<file path="config.mk">
export PLATFORM = sky130hd
export DESIGN_NAME = multi_led_blink_controller_unit
export DESIGN_NICKNAME = d
export VERILOG_FILES = /design/src/sv/mlbc_pkg.sv /design/src/sv/multi_led_blink_controller_unit.sv /design/src/sv/mlbc_led_update.sv
export SDC_FILE = /design/constraint.sdc
export NUM_CORES = 1
export LEC_CHECK = 0
export BUFFER_PORTS_ARGS = -buffer_cell sky130_fd_sc_hd__buf_4
export CAP_MARGIN = 25
export CORE_MARGIN = 10
export CORE_UTILIZATION = 40
export DETAILED_ROUTE_END_ITERATION = 10
export MAX_ROUTING_LAYER = met4
export PLACE_DENSITY_LB_ADDON = 0.1
export SLEW_MARGIN = 0
export SYNTH_ARGS = -nofsm -noshare
export SYNTH_HDL_FRONTEND = slang
export SYNTH_SLANG_ARGS = --single-unit
</file>
<file path="constraint.sdc">
create_clock -name clk -period 5.24 [get_ports clk]
set_input_delay 0.524 -clock clk [delete_from_list [all_inputs] [get_ports clk]]
set_output_delay 0.524 -clock clk [all_outputs]
set_load 0.005 [all_outputs]
</file>
<file path="src/sv/mlbc_pkg.sv">
`default_nettype none

package mlbc_pkg;

	// Fixed widths of the word fields.
	localparam int FUNC_W    = 3;
	localparam int LED_W     = 3;
	localparam int TIME_IN_W = 15;
	localparam int ELAPSED_W = 16;
	localparam int LEVELS_W  = 8;

	// Command codes carried in func. The codes above FN_PULSE are unused.
	typedef enum logic [FUNC_W-1:0] {
		FN_TICK  = 3'd0,
		FN_ON    = 3'd1,
		FN_OFF   = 3'd2,
		FN_BLINK = 3'd3,
		FN_PULSE = 3'd4
	} func_t;

	typedef enum logic [1:0] {
		MD_OFF   = 2'd0,
		MD_ON    = 2'd1,
		MD_BLINK = 2'd2,
		MD_PULSE = 2'd3
	} mode_t;

	typedef enum logic [2:0] {
		ST_IDLE,
		ST_CMD,
		ST_SCAN,
		ST_WAIT,
		ST_DONE
	} state_t;

	// Mode and drive level of one LED, passed to and from the update logic.
	typedef struct packed {
		mode_t mode;
		logic  level;
	} led_ctl_t;

endpackage

`default_nettype wire

</file>
<file path="src/sv/multi_led_blink_controller_unit.sv">
// Sequence: a tick walks every LED entry in ST_SCAN, then ST_WAIT and ST_DONE; a command
// passes ST_CMD, ST_WAIT and ST_DONE; an unused code or out-of-range LED goes to ST_DONE.
// Throughput: one word at a time; the per-LED memory is walked once per tick with one
// read and one write back per cycle.
// Reset: arst_n clears all LEDs to off and low and all timers to zero at once, through
// per-entry valid bits; no clearing pass is needed.
`default_nettype none

module multi_led_blink_controller_unit #(
	parameter int NUM_LEDS  = 8,
	parameter int TIME_BITS = 15
) (
	input  wire logic                             clk,
	input  wire logic                             arst_n,
	input  wire logic                             in_valid,
	output logic                                  in_stall,
	input  wire logic [mlbc_pkg::FUNC_W-1:0]      func,
	input  wire logic [mlbc_pkg::LED_W-1:0]       led,
	input  wire logic [mlbc_pkg::TIME_IN_W-1:0]   time_first,
	input  wire logic [mlbc_pkg::TIME_IN_W-1:0]   time_second,
	input  wire logic [mlbc_pkg::ELAPSED_W-1:0]   elapsed,
	output logic                                  out_valid,
	input  wire logic                             out_stall,
	output logic [mlbc_pkg::LEVELS_W-1:0]         levels
);
	import mlbc_pkg::*;

	localparam int IDX_W = (NUM_LEDS > 1) ? $clog2(NUM_LEDS) : 1;
	localparam int SHOWN = (NUM_LEDS < LEVELS_W) ? NUM_LEDS : LEVELS_W;
	localparam logic [TIME_BITS-1:0] TIME_MAX = '1;

	// One memory entry holds everything about an LED except its level, which lives
	// in flip-flops so that the whole level vector can be shown at once.
	typedef struct packed {
		mode_t                mode;
		logic [TIME_BITS-1:0] timer;
		logic [TIME_BITS-1:0] on_t;
		logic [TIME_BITS-1:0] off_t;
	} entry_t;

	entry_t               mem [NUM_LEDS];
	logic [NUM_LEDS-1:0]  vld_q;
	logic [NUM_LEDS-1:0]  level_q;

	state_t               state_q;
	state_t               state_d;

	// Captured word.
	logic [FUNC_W-1:0]    func_q;
	logic [LED_W-1:0]     led_q;
	logic [TIME_BITS-1:0] t1_q;
	logic [TIME_BITS-1:0] t2_q;
	logic [ELAPSED_W-1:0] dt_q;

	logic [IDX_W-1:0]     cnt_q;
	logic [IDX_W-1:0]     led_idx;
	logic [IDX_W-1:0]     rd_addr;
	logic                 rd_en;

	// Read stage: registered memory data and the entry it belongs to.
	entry_t               rd_ent_s1;
	logic [IDX_W-1:0]     idx_s1;
	logic                 rd_vld_s1;

	entry_t               cur_ent;
	entry_t               new_ent;
	led_ctl_t             cur_ctl;
	led_ctl_t             new_ctl;

	logic                 out_valid_q;
	logic [LEVELS_W-1:0]  levels_q;

	logic [5:0]           led_in_ext;
	logic                 cmd_ok;
	logic [31:0]          tf_ext;
	logic [31:0]          ts_ext;
	logic [TIME_BITS-1:0] tf_clamp;
	logic [TIME_BITS-1:0] ts_clamp;
	logic                 accept;
	logic                 out_free;
	logic [5:0]           led_q_ext;

	assign accept   = in_valid && !in_stall;
	assign out_free = !out_valid_q || !out_stall;

	// Besides ticks, only the four real commands to an LED that exists touch the memory;
	// anything else goes straight to the result.
	assign led_in_ext = 6'(led);
	assign cmd_ok     = (led_in_ext < 6'(NUM_LEDS)) &&
	                    (func == FN_ON || func == FN_OFF || func == FN_BLINK ||
	                     func == FN_PULSE);

	// Phase times wider than the timer saturate at its largest value.
	assign tf_ext   = 32'(time_first);
	assign ts_ext   = 32'(time_second);
	assign tf_clamp = (tf_ext > 32'(TIME_MAX)) ? TIME_MAX : tf_ext[TIME_BITS-1:0];
	assign ts_clamp = (ts_ext > 32'(TIME_MAX)) ? TIME_MAX : ts_ext[TIME_BITS-1:0];

	assign led_q_ext = 6'(led_q);
	assign led_idx   = led_q_ext[IDX_W-1:0];

	always_ff @(posedge clk or negedge arst_n) begin
		if (!arst_n) begin
			state_q <= ST_IDLE;
		end else begin
			state_q <= state_d;
		end
	end

	always_comb begin
		state_d  = state_q;
		in_stall = 1'b1;
		rd_en    = 1'b0;
		rd_addr  = cnt_q;
		unique case (state_q)
			ST_IDLE: begin
				in_stall = 1'b0;
				if (in_valid) begin
					if (func == FN_TICK) begin
						state_d = ST_SCAN;
					end else if (cmd_ok) begin
						state_d = ST_CMD;
					end else begin
						state_d = ST_DONE;
					end
				end
			end
			ST_CMD: begin
				rd_en   = 1'b1;
				rd_addr = led_idx;
				state_d = ST_WAIT;
			end
			ST_SCAN: begin
				rd_en = 1'b1;
				if (cnt_q == IDX_W'(NUM_LEDS - 1)) begin
					state_d = ST_WAIT;
				end
			end
			ST_WAIT: begin
				// The last entry is written back in this cycle.
				state_d = ST_DONE;
			end
			ST_DONE: begin
				if (out_free) begin
					state_d = ST_IDLE;
				end
			end
			default: begin
				state_d = ST_IDLE;
			end
		endcase
	end

	always_ff @(posedge clk) begin
		if (accept) begin
			func_q <= func;
			led_q  <= led;
			t1_q   <= tf_clamp;
			t2_q   <= ts_clamp;
			dt_q   <= elapsed;
		end
	end

	always_ff @(posedge clk or negedge arst_n) begin
		if (!arst_n) begin
			cnt_q <= '0;
		end else if (accept) begin
			cnt_q <= '0;
		end else if (state_q == ST_SCAN) begin
			cnt_q <= cnt_q + 1'b1;
		end
	end

	// Synchronous memory: one read and one write per cycle, read data registered.
	// During a tick the write back of entry k and the read of entry k + 1 never
	// address the same entry, so no forwarding is needed.
	always_ff @(posedge clk) begin
		rd_ent_s1 <= mem[rd_addr];
		idx_s1    <= rd_addr;
		if (rd_vld_s1) begin
			mem[idx_s1] <= new_ent;
		end
	end

	always_ff @(posedge clk or negedge arst_n) begin
		if (!arst_n) begin
			rd_vld_s1 <= 1'b0;
		end else begin
			rd_vld_s1 <= rd_en;
		end
	end

	// An entry never written since reset reads as its reset value: off, all zero.
	always_comb begin
		cur_ent = vld_q[idx_s1] ? rd_ent_s1 : '0;
		cur_ctl = '{mode: cur_ent.mode, level: level_q[idx_s1]};
	end

	mlbc_led_update #(
		.TIME_BITS (TIME_BITS)
	) u_update (
		.func      (func_q),
		.ctl_in    (cur_ctl),
		.timer_in  (cur_ent.timer),
		.on_in     (cur_ent.on_t),
		.off_in    (cur_ent.off_t),
		.t_first   (t1_q),
		.t_second  (t2_q),
		.dt        (dt_q),
		.ctl_out   (new_ctl),
		.timer_out (new_ent.timer),
		.on_out    (new_ent.on_t),
		.off_out   (new_ent.off_t)
	);

	assign new_ent.mode = new_ctl.mode;

	always_ff @(posedge clk or negedge arst_n) begin
		if (!arst_n) begin
			vld_q   <= '0;
			level_q <= '0;
		end else if (rd_vld_s1) begin
			vld_q[idx_s1]   <= 1'b1;
			level_q[idx_s1] <= new_ctl.level;
		end
	end

	// Output register: the result word waits here while the next word is taken in.
	always_ff @(posedge clk or negedge arst_n) begin
		if (!arst_n) begin
			out_valid_q <= 1'b0;
		end else if (state_q == ST_DONE && out_free) begin
			out_valid_q <= 1'b1;
		end else if (!out_stall) begin
			out_valid_q <= 1'b0;
		end
	end

	always_ff @(posedge clk) begin
		if (state_q == ST_DONE && out_free) begin
			levels_q <= LEVELS_W'(level_q[SHOWN-1:0]);
		end
	end

	assign out_valid = out_valid_q;
	assign levels    = levels_q;

	// A read result is only ever pending while an item is being worked on.
	assert property (@(posedge clk) disable iff (!arst_n)
		(state_q == ST_IDLE || state_q == ST_DONE) |-> !rd_vld_s1)
		else $error("memory read pending outside the working states");

	// A new result word appears only as the item finishes.
	assert property (@(posedge clk) disable iff (!arst_n)
		$rose(out_valid) |-> $past(state_q == ST_DONE))
		else $error("result word raised without a finished item");

	// A finished item with room at the output returns the block to idle.
	assert property (@(posedge clk) disable iff (!arst_n)
		(state_q == ST_DONE && out_free) |=> (state_q == ST_IDLE && out_valid))
		else $error("finished item did not hand over its result");

endmodule

`default_nettype wire

</file>
<file path="src/sv/mlbc_led_update.sv">
`default_nettype none

module mlbc_led_update #(
	parameter int TIME_BITS = 15
) (
	input  wire logic [mlbc_pkg::FUNC_W-1:0]    func,
	input  wire mlbc_pkg::led_ctl_t             ctl_in,
	input  wire logic [TIME_BITS-1:0]           timer_in,
	input  wire logic [TIME_BITS-1:0]           on_in,
	input  wire logic [TIME_BITS-1:0]           off_in,
	input  wire logic [TIME_BITS-1:0]           t_first,
	input  wire logic [TIME_BITS-1:0]           t_second,
	input  wire logic [mlbc_pkg::ELAPSED_W-1:0] dt,
	output mlbc_pkg::led_ctl_t                  ctl_out,
	output logic [TIME_BITS-1:0]                timer_out,
	output logic [TIME_BITS-1:0]                on_out,
	output logic [TIME_BITS-1:0]                off_out
);
	import mlbc_pkg::*;

	logic [31:0]          timer_ext;
	logic [31:0]          dt_ext;
	logic [31:0]          diff;
	logic [TIME_BITS-1:0] timer_dec;

	// Timers floor at zero instead of wrapping.
	assign timer_ext = 32'(timer_in);
	assign dt_ext    = 32'(dt);
	assign diff      = timer_ext - dt_ext;
	assign timer_dec = (timer_ext <= dt_ext) ? '0 : diff[TIME_BITS-1:0];

	always_comb begin
		ctl_out   = ctl_in;
		timer_out = timer_in;
		on_out    = on_in;
		off_out   = off_in;
		unique case (func)
			FN_TICK: begin
				if (ctl_in.mode == MD_BLINK || ctl_in.mode == MD_PULSE) begin
					timer_out = timer_dec;
					if (timer_dec == '0) begin
						if (ctl_in.mode == MD_BLINK) begin
							ctl_out.level = ~ctl_in.level;
							timer_out     = ctl_in.level ? off_in : on_in;
						end else begin
							ctl_out.mode  = MD_OFF;
							ctl_out.level = 1'b0;
						end
					end
				end
			end
			FN_ON: begin
				ctl_out.mode  = MD_ON;
				ctl_out.level = 1'b1;
			end
			FN_OFF: begin
				ctl_out.mode  = MD_OFF;
				ctl_out.level = 1'b0;
			end
			FN_BLINK: begin
				// A running timer keeps its phase; only an expired one restarts.
				ctl_out.mode = MD_BLINK;
				on_out       = t_first;
				off_out      = t_second;
				if (timer_in == '0) begin
					timer_out     = t_first;
					ctl_out.level = 1'b1;
				end
			end
			FN_PULSE: begin
				ctl_out.mode  = MD_PULSE;
				timer_out     = t_first;
				ctl_out.level = 1'b1;
			end
			default: begin
			end
		endcase
	end

endmodule

`default_nettype wire
</file>
==> Word level (Yosys, flattened, before mapping) <==
Memories as Yosys holds them, arrays and structs flattened. A register that Yosys moved wholly into a read port is not among the register bits.
Cells that the tools add are included.
{ "word_totals": {"reg_bits": 87, "out_inout_bits": 10, "n_memories": 1, "ram_bits": 376} }
{ "memory_table": {"columns": ["name", "depth", "width", "rd", "rd_ports_with_merged_regs", "write_ports", "line", "text"], "rows": [
  ["mem", 8, 47, 1, 1, 1, "multi_led_blink_controller_unit.sv:41", "entry_t mem [NUM_LEDS];"]
]} }
{ "op_classes": {"bitwise_logic": 2, "n_addsub": 2, "n_reduce_logical": 19, "n_mux": 38, "eq_ne": 19, "magnitude_cmp": 6} }
{ "op_table": {"columns": ["op", "count"], "rows": [
  ["2-to-1 mux 15 bit", 8],
  ["2-to-1 mux 47 bit", 1],
  ["one-hot mux 15 bit (3 select lines)", 1],
  ["greater-than comparator 15 bit (second input constant)", 2],
  ["zero test 15 bit", 2],
  ["2-to-1 mux 3 bit", 10],
  ["one-hot mux 3 bit (5 select lines)", 2],
  ["equality test 3 x 2 -> 1 bit (second input constant)", 6],
  ["less-or-equal comparator 15 x 16 -> 1 bit", 1],
  ["subtractor 15 bit", 1],
  ["equality test 3 bit (second input constant)", 4],
  ["2-to-1 mux 1 bit", 11],
  ["equality test 3 x 1 -> 1 bit (second input constant)", 3],
  ["zero test 3 bit", 3],
  ["bitwise mux 8 bit", 1],
  ["< comparator 3 x 4 -> 1 bit (second input constant)", 2],
  ["bitwise OR 8 bit", 1],
  ["binary-select mux 1 bit (select 3 bit)", 2],
  ["!= test 2 bit (second input constant)", 3],
  ["logical OR 1 bit", 5],
  ["equality test 2 bit (second input constant)", 2],
  ["logical AND 1 bit", 4],
  ["adder 3 x 1 -> 3 bit (second input constant)", 1],
  ["demux 1 bit (select 3 bit)", 1],
  ["other kinds (8)", 9]
]} }

==> Longest topological paths before layout <==
{ "logic_depth": {"depth_word": 10, "mapped_depth": 20, "mapped_depth_nobuf": 15} }

==> Modules after synthesis <==
Synthesis repeated with hierarchy kept, for this count alone.
{ "unflattened": {"cells_unflattened": 1767, "hier_area_um2": 22788.1} }
{ "modules_own_cells": {"columns": ["mod", "instances", "area_each_um2", "cells_per_inst"], "rows": [
  ["multi_led_blink_controller_unit", 1, 20382.0, 1421],
  ["mlbc_led_update", 1, 2406.1, 346]
]} }

==> Worst setup path before layout <==
No wires, ideal clock.
{ "synth_path": {"path_type": "register to register", "startpoint": "register idx_s1[0]", "endpoint": "register level_q[2]", "t_arrival_ps": 4514, "path_slack_ps": 396, "synth_period_minus_slack_ps": 4844, "path_stages_with_launch": 6, "path_buffers": 2, "cell_sequence": "dfxtp_1 -> buf_6 -> clkbuf_1 -> nor3_1 -> mux2i_1 -> a31oi_1"} }
{ "synth_between": {"elab_chain_len": 10, "elab_cells_between_ends": 25, "cone_classes": "1 x add/sub; 3 x order compare; 2 x eq/ne; 14 x mux; 1 x bitwise; 4 x reduce/logical"} }
{ "synth_lines": {"columns": ["element", "line", "text"], "rows": [
  ["start, declared", "multi_led_blink_controller_unit.sv:62", "logic [IDX_W-1:0] idx_s1;"],
  ["start signal, assigned", "multi_led_blink_controller_unit.sv:179", "idx_s1 <= rd_addr;"],
  ["binary-select mux 1 bit (select 3 bit)", "multi_led_blink_controller_unit.sv:195", "cur_ent = vld_q[idx_s1] ? rd_ent_s1 : '0;"],
  ["2-to-1 mux 1 bit (not written as such)", "multi_led_blink_controller_unit.sv:195", null],
  ["2-to-1 mux 47 bit", "multi_led_blink_controller_unit.sv:195", null],
  ["subtractor 15 bit / less-or-equal comparator 15 x 16 -> 1 bit (equally long branches)", "mlbc_led_update.sv:29, mlbc_led_update.sv:30", null],
  ["2-to-1 mux 15 bit", "mlbc_led_update.sv:30", "assign timer_dec = (timer_ext <= dt_ext) ? '0 : diff[TIME_BITS-1:0];"],
  ["zero test 15 bit", "mlbc_led_update.sv:41", "if (timer_dec == '0) begin"],
  ["2-to-1 mux 3 bit", "mlbc_led_update.sv:41", null],
  ["2-to-1 mux 3 bit", "mlbc_led_update.sv:39", "if (ctl_in.mode == MD_BLINK || ctl_in.mode == MD_PULSE) begin"],
  ["one-hot mux 3 bit (5 select lines)", "mlbc_led_update.sv:37", "unique case (func)"],
  ["bitwise mux 8 bit (*)", "multi_led_blink_controller_unit.sv:224", "level_q[idx_s1] <= new_ctl.level;"],
  ["end signal, assigned by index", "multi_led_blink_controller_unit.sv:224", null],
  ["end, declared", "multi_led_blink_controller_unit.sv:43", "logic [NUM_LEDS-1:0] level_q;"]
]} }
Mark *: on every way between the ends. The rest lies on a longest branch, timed or not. The select of a mux whose other input is x is not followed.
A chain may end at the register's enable or synchronous reset.

==> reports/metrics.yaml <==
critical_path:
  critPathKind: "reg -> reg"
  startpoint_type: "flip-flop"
  rrSetupSlack_ns: 0.25
  required_ns: 5.57
  crit_path_max_fanout: 18
  endpoint_kind: "flip-flop"
  worstPathArrival_ns: 5.32
  r2r_cells: 17
timing:
  fin_hold_ws_ns: 0.05949
  fmax_mhz: 200.4
  finalSetupViolCount: 0
  finalMaxSlewViolations: 0
  clock_skew_ns: 0.05406
  setup_tns_ns: 0
  worst_pin_slew_ns: 1.050
  fin_crit_sh: 0.9522
  hold_viol: 0
  slew-limit-headroom: 0.3002
  period_needed_ns: 4.989
layout:
  regArea_um2: 14700
  final_common_cell: "nand2_1"
  fin_nets: 2027
  final_cell_mix: "nand2_1, edfxtp_1, nand3_1, buf_4, o21ai_0"
  drive_gt1_frac: 0.1366
  multi_input_area_um2: 6596
  final_cells: 2695
  final_area_um2: 25080
  antenna_cells: 0
  synthToLayoutAreaGrowth_pct: 15.24
  num-fill-cells: 4963
placement:
  routabilityCongestion: 0.9005
  place_hpwl_mm: 35.27
  port_buffers: 65
  dpl.cell_count: 2591
  placed_area_um2: 23130
logic_synthesis:
  synth_area_leader_cell: "edfxtp_1"
  netlist_top_cells_area: "edfxtp_1, nand2_1, nand3_1"
  synth.yosys.seq_area_share: 0.6752
  ys.flop_type: "edfxtp_1"
  synth_edf_count: 436
  netlist-cell-type-count: 78
  yosys_register_bits: 510
  avgSynthCellArea_um2: 11.33
  syn-num-nets: 1995
  ys_warn_count: 0
  synthArstFlopShare: 0.04706
  synth_top_area_frac: 0.6016
  syn_area_um2: 21760
  synthCells: 1921
clock_network:
  cts_buffers: 54
  clockBufferDepth: 3
  cts_max_level: 2
  clkSlewWorstSetupHoldPaths_ns: 0.06
  clock_sink_count: 510
  clkLatencyLatePin_ns: 0.64
  root_buffer: "clkbuf_16"
  cts_tree: "done"
die:
  die_w_um: 253.3
  initial_core_util: 0.4044
  num_rows: 85
  design.die.area_um2: 64140
  ios: 66
  die_h_um: 253.3
  fp.coreArea_um2: 53810
status:
  status: "complete, no violations"
detailed_routing:
  ant_nets: 0
  vias: 14850
  drtIter0Drc: 1201
  wl_per_cell_um: 22.71
  drt-total-wl_mm: 61.21
  firstDrtPassIters: 5
  drc: 0
  via_per_inst: 5.511
job:
  max-cap-violations: 0
global_routing:
  grt_start_max_net_pins: 189
  antenna_found_initial: 0
  overflow: 0
  grt_usage: 0.1953
  grt_pass1_wl_mm: 91.87
  grt_pass1_vias: 14490
hold_path:
  hold_path.class: "in -> reg"
  hold_depth: 1
power:
  vdd_drop_max_v: 0.0005688
  power_density_nw_per_um2: 731.9
  p_leak_uw: 0.009354
==> report_power, final <==
part / internal (µW) / total [µW] / leakage, µW / switching (µW)
combinational: 2460 / 7750 / 0.00376 / 5290
clock: 2240 / 3880 / 0.000884 / 1640
sequential: 6220 / 6730 / 0.00471 / 513
total: 10900 / 18400 / 0.00935 / 7440
==> area by class of cell <==
class / count / area share
clock buffer: 68 / 0.05837
timing repair buffer: 115 / 0.03791
inverter: 39 / 0.006186
sequential: 510 / 0.5859
multi-input combinational: 1233 / 0.2630
clock inverter: 34 / 0.01387
tap: 696 / 0.03472
==> through the flow <==
step | total power [µW] | util | setup slack [ns]
6_report | 18360 | 0.4661 | 0.2506
4_1_cts | 18330 | 0.4643 | 0.01754
3_5_place_dp | 14370 | 0.4298 | -0.02872
5_1_grt | 19540 | 0.4661 | -0.01325
3_3_place_gp | 14300 | 0.4297 | 0.06731
2_1_floorplan | 11590 | - | 0.3962
==> critical path: stages, from the launching register on <==
cell and delay, ns:
dfxtp_1 0.43, buf_4 0.19, or2_1 0.14, o22ai_2 0.12, or3_2 0.60, nand2_1 0.25, inv_1 0.07, ha_1 0.30
nand2b_1 0.09, a21oi_2 0.23, mux2_1 0.35, a2111oi_1 0.51, and3_1 0.26, o2111ai_2 0.12, o31ai_4 0.29, buf_12 0.20
a211oi_1 0.09, a311o_1 0.44
==> routing by layer <==
| layer | GRT usage | wire length (µm) | up-vias | part of all wire |
|---|---|---|---|---|
| li1 | - | - | 6950 | - |
| met1 | 0.2651 | 28220 | 7382 | 0.46 |
| met2 | 0.3017 | 28110 | 429 | 0.46 |
| met3 | 0.02358 | 3185 | 92 | 0.052 |
| met4 | 0.06315 | 1696 | 0 | 0.028 |
| met5 | - | 0 | - | 0 |
==> cells in the mapped netlist (all sizes together), types with 3 or more instances <==
cell,number
nor4,6
a211oi,10
a21boi,3
buf,24
a32oi,3
nor2b,3
nand3,281
nor2,51
nand2,539
nand4,6
nor3,14
a31oi,24
a21o,7
o21a,5
o211ai,9
o22ai,7
dfrtp,24
inv,39
a21oi,24
clkbuf,115
or2,9
or3,5
nand2b,9
o21ai,93
xnor2,3
ha,17
and2,6
and3,3
dfxtp,50
o31ai,5
mux2i,18
xor2,3
mux2,16
edfxtp,436
a221oi,15
a311oi,6
a31o,3
==> registers in the layout (all words and copies together) (netlist names), 8 cells and up <==
name,cells
dt_q,16
level_q,8
levels,8
mem,376
rd_ent_s1,47
t1_q,15
t2_q,15
vld_q,8
==> path summary, 6_finish.rpt <==
check / start / to
setup / recovery: idx_s1[1] / mem[0][45]
hold / removal: time_second[5] / t2_q[5]
setup reg to reg: idx_s1[1] / mem[0][45]
hold reg to reg: vld_q[5] / vld_q[5]
max in group asynchronous: arst_n / vld_q[0]
min in group asynchronous: arst_n / level_q[3]
==> kinds of logic after synthesis <==
logic type               share of synthesized area
AO/OA/AOI/OAI                              0.07572
XOR/XNOR                                  0.002415
adder cells (fa/ha/maj)                    0.01069
buffers and inverters                      0.03202
flip-flops                                  0.6752
multiplexers                               0.01673
AND/OR/NAND/NOR                             0.1872
==> what timing repair did <==
| action | 4_1_cts | 5_1_grt |
|---|---|---|
| resized for setup | 3 | 20 |
| buffers inserted | 1 | 0 |
| pin swaps | 1 | 1 |
| endpoints found under the setup margin | 33 | 136 |
| hold buffers | 1 | 0 |
| endpoints found under the hold margin | 24 | 0 |
No activity file was read; power rests on OpenSTA's default activity.
